==> config.mk <==
export PLATFORM = sky130hd
export DESIGN_NAME = column_rle_sprite_decoder_top_flat
export DESIGN_NICKNAME = d
export VERILOG_FILES = /design/src/rtl/crsd_pkg.sv /design/src/rtl/crsd_if.sv /design/src/rtl/crsd_dest_unit.sv /design/src/rtl/column_rle_sprite_decoder_top.sv /design/src/flat_wrapper.sv
export SDC_FILE = /design/constraint.sdc
export NUM_CORES = 1
export LEC_CHECK = 0
export ABC_AREA = 0
export ABC_CLOCK_PERIOD_IN_PS = 8200
export BUFFER_PORTS_ARGS = -buffer_cell sky130_fd_sc_hd__buf_2
export CAP_MARGIN = 0
export CORE_MARGIN = 4
export CORE_UTILIZATION = 25
export CTS_CLUSTER_SIZE = 8
export DETAILED_ROUTE_END_ITERATION = 6
export PLACE_DENSITY = 0.43
export RECOVER_POWER = 50
export SKIP_CTS_REPAIR_TIMING = 1
export SLEW_MARGIN = 20
export SYNTH_ARGS = -nofsm -noshare
export SYNTH_HDL_FRONTEND = slang
export SYNTH_SLANG_ARGS = --single-unit
==> constraint.sdc <==
create_clock -name clk -period 8.2 [get_ports clk]
set_input_delay 1.64 -clock clk [delete_from_list [all_inputs] [get_ports clk]]
set_output_delay 1.64 -clock clk [all_outputs]
set_load 0.02 [all_outputs]
==> src/rtl/crsd_pkg.sv <==
// Shared constants and types for the column RLE sprite decoder.
`timescale 1ns / 1ps
`default_nettype none

package crsd_pkg;

  localparam int ROW_STRIDE = 80;

  localparam int ADDR_W     = 20;
  localparam int DEST_W     = 16;
  localparam int BYTE_W     = 8;
  localparam int PLANE_W    = 4;
  localparam int CFG_IDX_W  = 2;
  localparam int CFG_DATA_W = 16;

  localparam logic [CFG_IDX_W-1:0] CFG_ORIGIN_X     = 2'd0;
  localparam logic [CFG_IDX_W-1:0] CFG_ORIGIN_Y     = 2'd1;
  localparam logic [CFG_IDX_W-1:0] CFG_COLUMN_TOTAL = 2'd2;
  localparam logic [CFG_IDX_W-1:0] CFG_PAGE_SEGMENT = 2'd3;

  // Request to the offset unit: plain row step, or a row skip of a byte's worth of rows.
  typedef struct packed {
    logic              row_skip;
    logic [BYTE_W-1:0] rows;
  } step_req_t;

endpackage

`default_nettype wire

==> src/rtl/crsd_if.sv <==
// Valid/ready channel interfaces for compressed bytes and pixel writes.
`timescale 1ns / 1ps
`default_nettype none

interface crsd_byte_if;
  logic       valid;
  logic       ready;
  logic [7:0] data_byte;
  logic       frame_start;

  modport source (output valid, output data_byte, output frame_start, input ready);
  modport sink   (input valid, input data_byte, input frame_start, output ready);
endinterface

interface crsd_write_if;
  logic        valid;
  logic        ready;
  logic [19:0] write_address;
  logic [3:0]  plane_mask;
  logic [7:0]  pixel_value;
  logic        last;
  logic        frame_done;

  modport source (output valid, output write_address, output plane_mask,
                  output pixel_value, output last, output frame_done, input ready);
  modport sink   (input valid, input write_address, input plane_mask,
                  input pixel_value, input last, input frame_done, output ready);
endinterface

`default_nettype wire

==> src/rtl/crsd_dest_unit.sv <==
// Shared offset adder and video address generator.
`timescale 1ns / 1ps
`default_nettype none

module crsd_dest_unit (
  input  wire logic [crsd_pkg::DEST_W-1:0] dest,
  input  wire crsd_pkg::step_req_t         req,
  input  wire logic [15:0]                 page_segment,
  input  wire logic [7:0]                  origin_y,
  output logic [crsd_pkg::DEST_W-1:0]      dest_stepped,
  output logic [crsd_pkg::ADDR_W-1:0]      address
);
  import crsd_pkg::*;

  logic [31:0] step_amt;
  logic [31:0] row_base;
  logic [31:0] addr_sum;

  // Step by one row, or by a row-skip count of rows.
  always_comb begin
    if (req.row_skip) begin
      step_amt = 32'(ROW_STRIDE) * {24'b0, req.rows};
    end else begin
      step_amt = 32'(ROW_STRIDE);
    end
  end

  assign dest_stepped = dest + step_amt[DEST_W-1:0];

  assign row_base = 32'(ROW_STRIDE) * {24'b0, origin_y};
  assign addr_sum = {12'b0, page_segment, 4'b0} + row_base + {16'b0, dest};
  assign address  = addr_sum[ADDR_W-1:0];

endmodule

`default_nettype wire

==> src/rtl/column_rle_sprite_decoder_top.sv <==
// Top level of the column RLE sprite decoder: byte parser, write sequencer, config registers.
`timescale 1ns / 1ps
`default_nettype none

// Takes compressed sprite frame data one byte per transfer and produces pixel writes
// for planar 320-wide video memory. A byte with frame_start set restarts column state from
// origin_x and column_total and is parsed as a column type byte. A byte that causes no
// write is only parsed. A byte that causes n writes (one for a raw or plain data byte,
// up to 32 for the value byte of a repeat) is parsed, then its writes go one write a cycle
// into the output register, paced by the single shared offset adder that steps the
// destination down one row per write. Input is held off while writes are being produced;
// a stalled sink stretches that time. The address of each write uses the register values
// current at the time, so write configuration only while the block is idle.
module column_rle_sprite_decoder_top (
  input  wire logic                          clk,
  input  wire logic                          rst,
  crsd_byte_if.sink                          byte_stream,
  crsd_write_if.source                       pixel_writes,
  input  wire logic                          write_enable,
  input  wire logic [crsd_pkg::CFG_IDX_W-1:0]  register_index,
  input  wire logic [crsd_pkg::CFG_DATA_W-1:0] write_data
);
  import crsd_pkg::*;

  // Parse phases
  localparam logic [2:0] PH_TYPE   = 3'd0;
  localparam logic [2:0] PH_COUNT  = 3'd1;
  localparam logic [2:0] PH_SEQLEN = 3'd2;
  localparam logic [2:0] PH_SKIP   = 3'd3;
  localparam logic [2:0] PH_DATA   = 3'd4;
  localparam logic [2:0] PH_RPTVAL = 3'd5;

  // Sequencer states
  localparam logic ST_IDLE = 1'b0;
  localparam logic ST_EMIT = 1'b1;

  // Configuration registers
  logic [8:0]  origin_x;
  logic [7:0]  origin_y;
  logic [8:0]  column_total;
  logic [15:0] page_segment;

  // Parser state
  logic [2:0]        parse_phase,        parse_phase_next;
  logic              column_kind,        column_kind_next;
  logic [8:0]        columns_left,       columns_left_next;
  logic [PLANE_W-1:0] current_plane,     current_plane_next;
  logic [6:0]        column_byte_offset, column_byte_offset_next;
  logic [DEST_W-1:0] dest_offset,        dest_offset_next;
  logic [7:0]        packet_left,        packet_left_next;
  logic [7:0]        sequence_left,      sequence_left_next;
  logic [5:0]        repeat_count,       repeat_count_next;

  // Write sequencer
  logic              st,          st_next;
  logic [5:0]        emit_count,  emit_count_next;
  logic [7:0]        pixel,       pixel_next;

  // Output register
  logic               ovalid,  ovalid_next;
  logic [ADDR_W-1:0]  oaddr,   oaddr_next;
  logic [PLANE_W-1:0] oplane,  oplane_next;
  logic [7:0]         opix,    opix_next;
  logic               olast,   olast_next;
  logic               odone,   odone_next;

  logic               in_xfer;
  logic               out_load;
  logic               fs;
  logic [7:0]         b;
  logic [8:0]         cl_e;
  logic [PLANE_W-1:0] plane_e;
  logic [6:0]         cbo_e;
  logic [2:0]         phase_e;
  logic [8:0]         cl_dec;
  logic               col_last;
  logic [PLANE_W-1:0] plane_rot;
  logic [6:0]         cbo_rot;
  logic               edi_col;
  logic               do_edi;
  logic               do_endcol;
  logic [7:0]         rpt_raw;

  step_req_t          req;
  logic [DEST_W-1:0]  dest_stepped;
  logic [ADDR_W-1:0]  address;

  crsd_dest_unit u_dest (
    .dest         (dest_offset),
    .req          (req),
    .page_segment (page_segment),
    .origin_y     (origin_y),
    .dest_stepped (dest_stepped),
    .address      (address)
  );

  assign byte_stream.ready = (st == ST_IDLE);
  assign in_xfer  = byte_stream.valid && byte_stream.ready;
  assign out_load = (st == ST_EMIT) && (!ovalid || pixel_writes.ready);
  assign b        = byte_stream.data_byte;
  assign fs       = in_xfer && byte_stream.frame_start;
  assign rpt_raw  = b - 8'd223;

  // Column state as seen by this cycle, with a frame restart folded in.
  assign cl_e    = fs ? column_total : columns_left;
  assign plane_e = fs ? (4'b0001 << origin_x[1:0]) : current_plane;
  assign cbo_e   = fs ? origin_x[8:2] : column_byte_offset;
  assign phase_e = fs ? PH_TYPE : parse_phase;

  // End-of-column arithmetic: count down, rotate plane, advance byte after plane 8.
  assign cl_dec    = cl_e - 9'd1;
  assign col_last  = (cl_dec == 9'd0);
  assign plane_rot = (plane_e == 4'b1000) ? 4'b0001 : (plane_e << 1);
  assign cbo_rot   = (plane_e == 4'b1000) ? (cbo_e + 7'd1) : cbo_e;

  // End of a data item closes the column once sequence and packet are both spent.
  assign edi_col = (sequence_left == 8'd0) && (packet_left == 8'd0);

  always_comb begin
    parse_phase_next        = parse_phase;
    column_kind_next        = column_kind;
    columns_left_next       = columns_left;
    current_plane_next      = current_plane;
    column_byte_offset_next = column_byte_offset;
    dest_offset_next        = dest_offset;
    packet_left_next        = packet_left;
    sequence_left_next      = sequence_left;
    repeat_count_next       = repeat_count;
    st_next                 = st;
    emit_count_next         = emit_count;
    pixel_next              = pixel;
    ovalid_next             = ovalid && !pixel_writes.ready;
    oaddr_next              = oaddr;
    oplane_next             = oplane;
    opix_next               = opix;
    olast_next              = olast;
    odone_next              = odone;
    req.row_skip            = 1'b0;
    req.rows                = b;
    do_edi                  = 1'b0;
    do_endcol               = 1'b0;

    if (in_xfer) begin
      columns_left_next       = cl_e;
      current_plane_next      = plane_e;
      column_byte_offset_next = cbo_e;
      parse_phase_next        = phase_e;
      // Drop bytes while no frame is active.
      if (cl_e != 9'd0) begin
        unique case (phase_e)
          PH_TYPE: begin
            dest_offset_next = {9'b0, cbo_e};
            if (b == 8'h00 || b == 8'h80) begin
              column_kind_next = b[7];
              parse_phase_next = PH_COUNT;
            end else begin
              do_endcol = 1'b1;
            end
          end
          PH_COUNT: begin
            packet_left_next = b;
            parse_phase_next = PH_SEQLEN;
          end
          PH_SEQLEN: begin
            sequence_left_next = b;
            parse_phase_next   = PH_SKIP;
          end
          PH_SKIP: begin
            req.row_skip     = 1'b1;
            dest_offset_next = dest_stepped;
            packet_left_next = packet_left - (sequence_left + 8'd2);
            parse_phase_next = PH_DATA;
          end
          PH_DATA: begin
            if (column_kind && b >= 8'd224) begin
              repeat_count_next  = rpt_raw[5:0];
              sequence_left_next = sequence_left - 8'd1;
              parse_phase_next   = PH_RPTVAL;
            end else begin
              pixel_next      = b;
              emit_count_next = 6'd1;
              st_next         = ST_EMIT;
            end
          end
          PH_RPTVAL: begin
            pixel_next = b;
            if (repeat_count != 6'd0) begin
              emit_count_next = repeat_count;
              st_next         = ST_EMIT;
            end else begin
              do_edi = 1'b1;
            end
          end
          default: begin
            parse_phase_next = PH_TYPE;
          end
        endcase
      end
    end else if (out_load) begin
      // Load one write, then advance one row.
      ovalid_next      = 1'b1;
      oaddr_next       = address;
      oplane_next      = current_plane;
      opix_next        = pixel;
      olast_next       = (emit_count == 6'd1);
      odone_next       = (emit_count == 6'd1) && edi_col && col_last;
      dest_offset_next = dest_stepped;
      emit_count_next  = emit_count - 6'd1;
      if (emit_count == 6'd1) begin
        do_edi  = 1'b1;
        st_next = ST_IDLE;
      end
    end

    if (do_edi) begin
      parse_phase_next = PH_DATA;
      priority if (sequence_left != 8'd0) begin
        sequence_left_next = sequence_left - 8'd1;
      end else if (packet_left != 8'd0) begin
        parse_phase_next = PH_SEQLEN;
      end else begin
        do_endcol = 1'b1;
      end
    end

    if (do_endcol) begin
      columns_left_next = cl_dec;
      parse_phase_next  = PH_TYPE;
      if (!col_last) begin
        current_plane_next      = plane_rot;
        column_byte_offset_next = cbo_rot;
      end
    end
  end

  always_ff @(posedge clk) begin
    if (rst) begin
      parse_phase        <= PH_TYPE;
      column_kind        <= 1'b0;
      columns_left       <= 9'd0;
      current_plane      <= 4'b0001;
      column_byte_offset <= 7'd0;
      dest_offset        <= '0;
      packet_left        <= 8'd0;
      sequence_left      <= 8'd0;
      repeat_count       <= 6'd0;
      st                 <= ST_IDLE;
      emit_count         <= 6'd0;
      ovalid             <= 1'b0;
    end else begin
      parse_phase        <= parse_phase_next;
      column_kind        <= column_kind_next;
      columns_left       <= columns_left_next;
      current_plane      <= current_plane_next;
      column_byte_offset <= column_byte_offset_next;
      dest_offset        <= dest_offset_next;
      packet_left        <= packet_left_next;
      sequence_left      <= sequence_left_next;
      repeat_count       <= repeat_count_next;
      st                 <= st_next;
      emit_count         <= emit_count_next;
      ovalid             <= ovalid_next;
    end
  end

  // Payload: no reset needed.
  always_ff @(posedge clk) begin
    pixel  <= pixel_next;
    oaddr  <= oaddr_next;
    oplane <= oplane_next;
    opix   <= opix_next;
    olast  <= olast_next;
    odone  <= odone_next;
  end

  // Configuration registers
  always_ff @(posedge clk) begin
    if (rst) begin
      origin_x     <= 9'd0;
      origin_y     <= 8'd0;
      column_total <= 9'd1;
      page_segment <= 16'd40960;
    end else if (write_enable) begin
      unique case (register_index)
        CFG_ORIGIN_X:     origin_x     <= write_data[8:0];
        CFG_ORIGIN_Y:     origin_y     <= write_data[7:0];
        CFG_COLUMN_TOTAL: column_total <= write_data[8:0];
        CFG_PAGE_SEGMENT: page_segment <= write_data[15:0];
        default: ;
      endcase
    end
  end

  assign pixel_writes.valid         = ovalid;
  assign pixel_writes.write_address = oaddr;
  assign pixel_writes.plane_mask    = oplane;
  assign pixel_writes.pixel_value   = opix;
  assign pixel_writes.last          = olast;
  assign pixel_writes.frame_done    = odone;

  a_plane_onehot: assert property (@(posedge clk) disable iff (rst)
    $onehot(current_plane))
    else $error("plane mask lost its one-hot form");

  a_emit_count: assert property (@(posedge clk) disable iff (rst)
    (st == ST_EMIT) |-> (emit_count != 6'd0))
    else $error("write sequencer running with no writes left");

  a_last_idle: assert property (@(posedge clk) disable iff (rst)
    (out_load && emit_count == 6'd1) |=> (st == ST_IDLE && pixel_writes.valid))
    else $error("final write did not return the sequencer to idle");

  a_done_last: assert property (@(posedge clk) disable iff (rst)
    (pixel_writes.valid && pixel_writes.frame_done) |-> pixel_writes.last)
    else $error("frame_done on a write that is not the last of its byte");

endmodule

`default_nettype wire

==> src/flat_wrapper.sv <==
// flat-port wrapper written by rule: the top's interface ports become plain ports
module column_rle_sprite_decoder_top_flat import crsd_pkg::*;
  (clk, rst, write_enable, register_index, write_data, byte_stream_valid, byte_stream_data_byte, byte_stream_frame_start, byte_stream_ready, pixel_writes_valid, pixel_writes_write_address, pixel_writes_plane_mask, pixel_writes_pixel_value, pixel_writes_last, pixel_writes_frame_done, pixel_writes_ready);
  crsd_byte_if byte_stream_i ();
  crsd_write_if pixel_writes_i ();
  input  wire logic clk;
  input  wire logic rst;
  input  wire logic write_enable;
  input  wire logic [crsd_pkg::CFG_IDX_W-1:0] register_index;
  input  wire logic [crsd_pkg::CFG_DATA_W-1:0] write_data;
  input wire logic [$bits(byte_stream_i.valid)-1:0] byte_stream_valid;
  input wire logic [$bits(byte_stream_i.data_byte)-1:0] byte_stream_data_byte;
  input wire logic [$bits(byte_stream_i.frame_start)-1:0] byte_stream_frame_start;
  output wire logic [$bits(byte_stream_i.ready)-1:0] byte_stream_ready;
  output wire logic [$bits(pixel_writes_i.valid)-1:0] pixel_writes_valid;
  output wire logic [$bits(pixel_writes_i.write_address)-1:0] pixel_writes_write_address;
  output wire logic [$bits(pixel_writes_i.plane_mask)-1:0] pixel_writes_plane_mask;
  output wire logic [$bits(pixel_writes_i.pixel_value)-1:0] pixel_writes_pixel_value;
  output wire logic [$bits(pixel_writes_i.last)-1:0] pixel_writes_last;
  output wire logic [$bits(pixel_writes_i.frame_done)-1:0] pixel_writes_frame_done;
  input wire logic [$bits(pixel_writes_i.ready)-1:0] pixel_writes_ready;
  assign byte_stream_i.valid = byte_stream_valid;
  assign byte_stream_i.data_byte = byte_stream_data_byte;
  assign byte_stream_i.frame_start = byte_stream_frame_start;
  assign byte_stream_ready = byte_stream_i.ready;
  assign pixel_writes_valid = pixel_writes_i.valid;
  assign pixel_writes_write_address = pixel_writes_i.write_address;
  assign pixel_writes_plane_mask = pixel_writes_i.plane_mask;
  assign pixel_writes_pixel_value = pixel_writes_i.pixel_value;
  assign pixel_writes_last = pixel_writes_i.last;
  assign pixel_writes_frame_done = pixel_writes_i.frame_done;
  assign pixel_writes_i.ready = pixel_writes_ready;
  column_rle_sprite_decoder_top u_core (.clk(clk), .rst(rst), .byte_stream(byte_stream_i), .pixel_writes(pixel_writes_i), .write_enable(write_enable), .register_index(register_index), .write_data(write_data));
endmodule
==> flow_summary.toml <==
[setup_path]
endpoint_kind = "flip-flop"
cp_max_fo = 77
crit_type = "in -> reg"
arrival_ns = 6.08
critPathLaunchType = "primary input"
cp.required_ns = 8.38

[logic_synthesis]
synth_area_mm2 = 0.009315
ys_ff_latch = 154
synth_cells = 1052
synthFlopType = "dfxtp_1"
yosysSeqAreaShare_pct = 37.61
synth_nets = 1170
ys_warn_count = 0
synth_top_area_share_pct = 24.07
synth_edf_count = 42
syn_area_per_cell_um2 = 8.855
synth.largest_area_cell = "dfxtp_1"
synth.distinct_cells = 71
synthTopCellsByArea = "dfxtp_1 24%, edfxtp_1 14%, ha_1 9.4%"
async_flop_share_pct = 0

[clock_tree]
insertion_delay_ns = 0.43
cts_tree = "built"
cts_root_buffer = "clkbuf_16"
clk_pin_slew_ns = 0.07
htree_num_levels = 4
clock-sinks = 154
cts_buffer_depth = 2
numCtsBuffers = 17

[placement]
dp_hpwl_um = 17440
gp_congestion = 0.7711
port_buffers = 67

[sta]
clock_skew_ns = 0.01078
hold_viol_final = 0
fmax_mhz = 169.7
fin_crit_ns = 5.894
grt_setup_unrepaired = "no"
setup_viol = 0
setup_tns_ns = 0
finalCritPeriodShare_pct = 71.88
tightest_slew_ns = 3.385
drv_slew = 157
maxSlewHeadroom_pct = -125.7
hold_ws_ns = 0.4185

[global_routing]
globalRouteMet2Util_pct = 19.26
grt_max_degree = 78
grtUsageMet3_pct = 2.052
grt_pass1_vias = 7090
grtUsageMet1_pct = 17.17
grt_pass1_wl_um = 39560
grt_use_total_pct = 12.18
antenna_found_initial = 2
busiest_layer = "met2"
gr-total-overflow = 0

[finish]
num_antenna_cells = 0
multiInputGateArea_mm2 = 0.005254
area_growth_pct = 14.27
num-fill-cells = 3895
seq_area_mm2 = 0.003503
drive_gt1_share_pct = 6.977
final_cell_mix = "122 x nor2_1, 112 x dfxtp_1, 107 x inv_1"
mostFrequentLayoutCell = "nor2_1"
fin_nets = 1223

[power]
p_switching_mw = 0.6106
power_density_mw_per_mm2 = 188.8
internal-power_mw = 1.399
combPwrFrac_pct = 18.6
clockPowerShare_pct = 39.4
p_leak_nw = 4.396
vdd_drop_max_uv = 120.1
power_frac_seq_pct = 42.1
switching_share_pct = 30.38

[drt]
drtIter0Drc = 507
postRouteAntennaNets = 0
avgViaCountPerCell = 4.597
wl_um = 24330
firstDrtPassIters = 4
wl_per_cell_um = 15.34
drc = 0
num_vias = 7291

[floorplan]
fp.dieW_um = 201.0
io_pins = 68
fp.dieH_um = 201.0
dieArea_mm2 = 0.04041
rows = 70
start_util_pct = 25.38
core-area_mm2 = 0.03670

[min_path]
hold_class = "reg -> reg"

[outcome]
status = "finished, violations left"
violations = "max-capacitance violations, max-slew violations"

[flow_run]
cap_violations = 3
[cell type report]
cell class,instances,area share [%]
flip-flops and latches,154,32.91
clock inverters,12,0.9286
inverters,107,3.773
clock buffers,20,4.502
repair buffers,73,3.021
well taps,468,5.501
multi-input cells,752,49.36
[power groups by stage]
stage | combinational [mW] | sequential (mW) | clock, mW
global route | 0.429 | 0.850 | 0.850
finish | 0.373 | 0.846 | 0.791
CTS | 0.380 | 0.845 | 0.818
floorplan | 0.289 | 0.852 | 0
detailed placement | 0.377 | 0.863 | 0
global placement | 0.377 | 0.863 | 0
[critical path, stage by stage]
cell	delay (ns)
clkbuf_1	1.44
clkbuf_1	2.49
or4b_1	0.36
o311ai_1	0.10
[cell usage after synthesis, drive strengths merged (5+ instances only)]
cell type,instances
clkbuf,25
fa,16
dfxtp,112
nor2b,20
inv,107
nor3,25
a211oi,27
a22oi,17
nand2,99
a31oi,6
nand4b,6
and3,9
and2,5
a21oi,69
ha,70
xnor2,37
o21ai,35
nand3,13
edfxtp,42
buf,14
or2,5
nor4,8
o211ai,6
nand2b,7
a21o,10
mux2i,41
or3,7
a22o,7
nand3b,7
xor2,24
nor2,123
nor3b,6
[flip-flops by register name, indices dropped and copies added (netlist names), 6 cells and up]
register and flops:
u_core.page_segment 16, u_core.sequence_left 8, u_core.column_byte_offset 7, u_core.column_total 9, u_core.columns_left 9, u_core.origin_x 9, u_core.packet_left 8, u_core.dest_offset 16
u_core.emit_count 6, u_core.pixel 8, u_core.origin_y 8, u_core.pixel_writes.write_address 20, u_core.repeat_count 6, u_core.pixel_writes.pixel_value 8
[stage by stage]
| step | total power [mW] | cells | instance area, um2 | util (%) | setup WS [ns] |
|---|---|---|---|---|---|
| floorplan | 1.141 | 1052 | 9315 | - | 2.584 |
| global placement | 1.239 | 1554 | 10120 | 27.59 | 2.541 |
| detailed placement | 1.240 | 1554 | 10120 | 27.59 | 2.415 |
| CTS | 2.043 | 1586 | 10700 | 29.16 | 2.875 |
| global route | 2.129 | 1586 | 10640 | 29.00 | 1.839 |
| finish | 2.010 | 1586 | 10640 | 29.00 | 2.306 |
[worst paths after layout]
path                         from                            endpoint  slack [ns]  cells past startpoint
setup reg to reg        u_core.st              u_core.dest_offset[14]        3.68                     18
setup / recovery              rst             u_core.current_plane[3]        2.31                      4
hold reg to reg   u_core.pixel[1]  u_core.pixel_writes.pixel_value[1]        0.42                      0
hold / removal    u_core.pixel[1]  u_core.pixel_writes.pixel_value[1]        0.42                      0
[routing by layer]
layer / wire [um] / share of wire (%) / vias to the layer above
met1: 12270 / 50 / 3431
li1: - / - / 3740
met5: 7 / 0.029 / -
met3: 746 / 3.1 / 20
met2: 10980 / 45 / 98
met4: 328 / 1.3 / 2
[cells by family (layout without fill, tap and decap cells)]
family	count (synthesis)	in the layout	synth area share, %
buffers and inverters	146	212	6.085
AND/OR/NAND/NOR	354	354	18.51
flip-flops	154	154	37.61
multiplexers	44	44	4.889
adder cells (fa/ha/maj)	86	86	12.84
AO/OA/AOI/OAI	207	207	14.33
XOR/XNOR	61	61	5.735
Power figures use the tool's default switching activity.
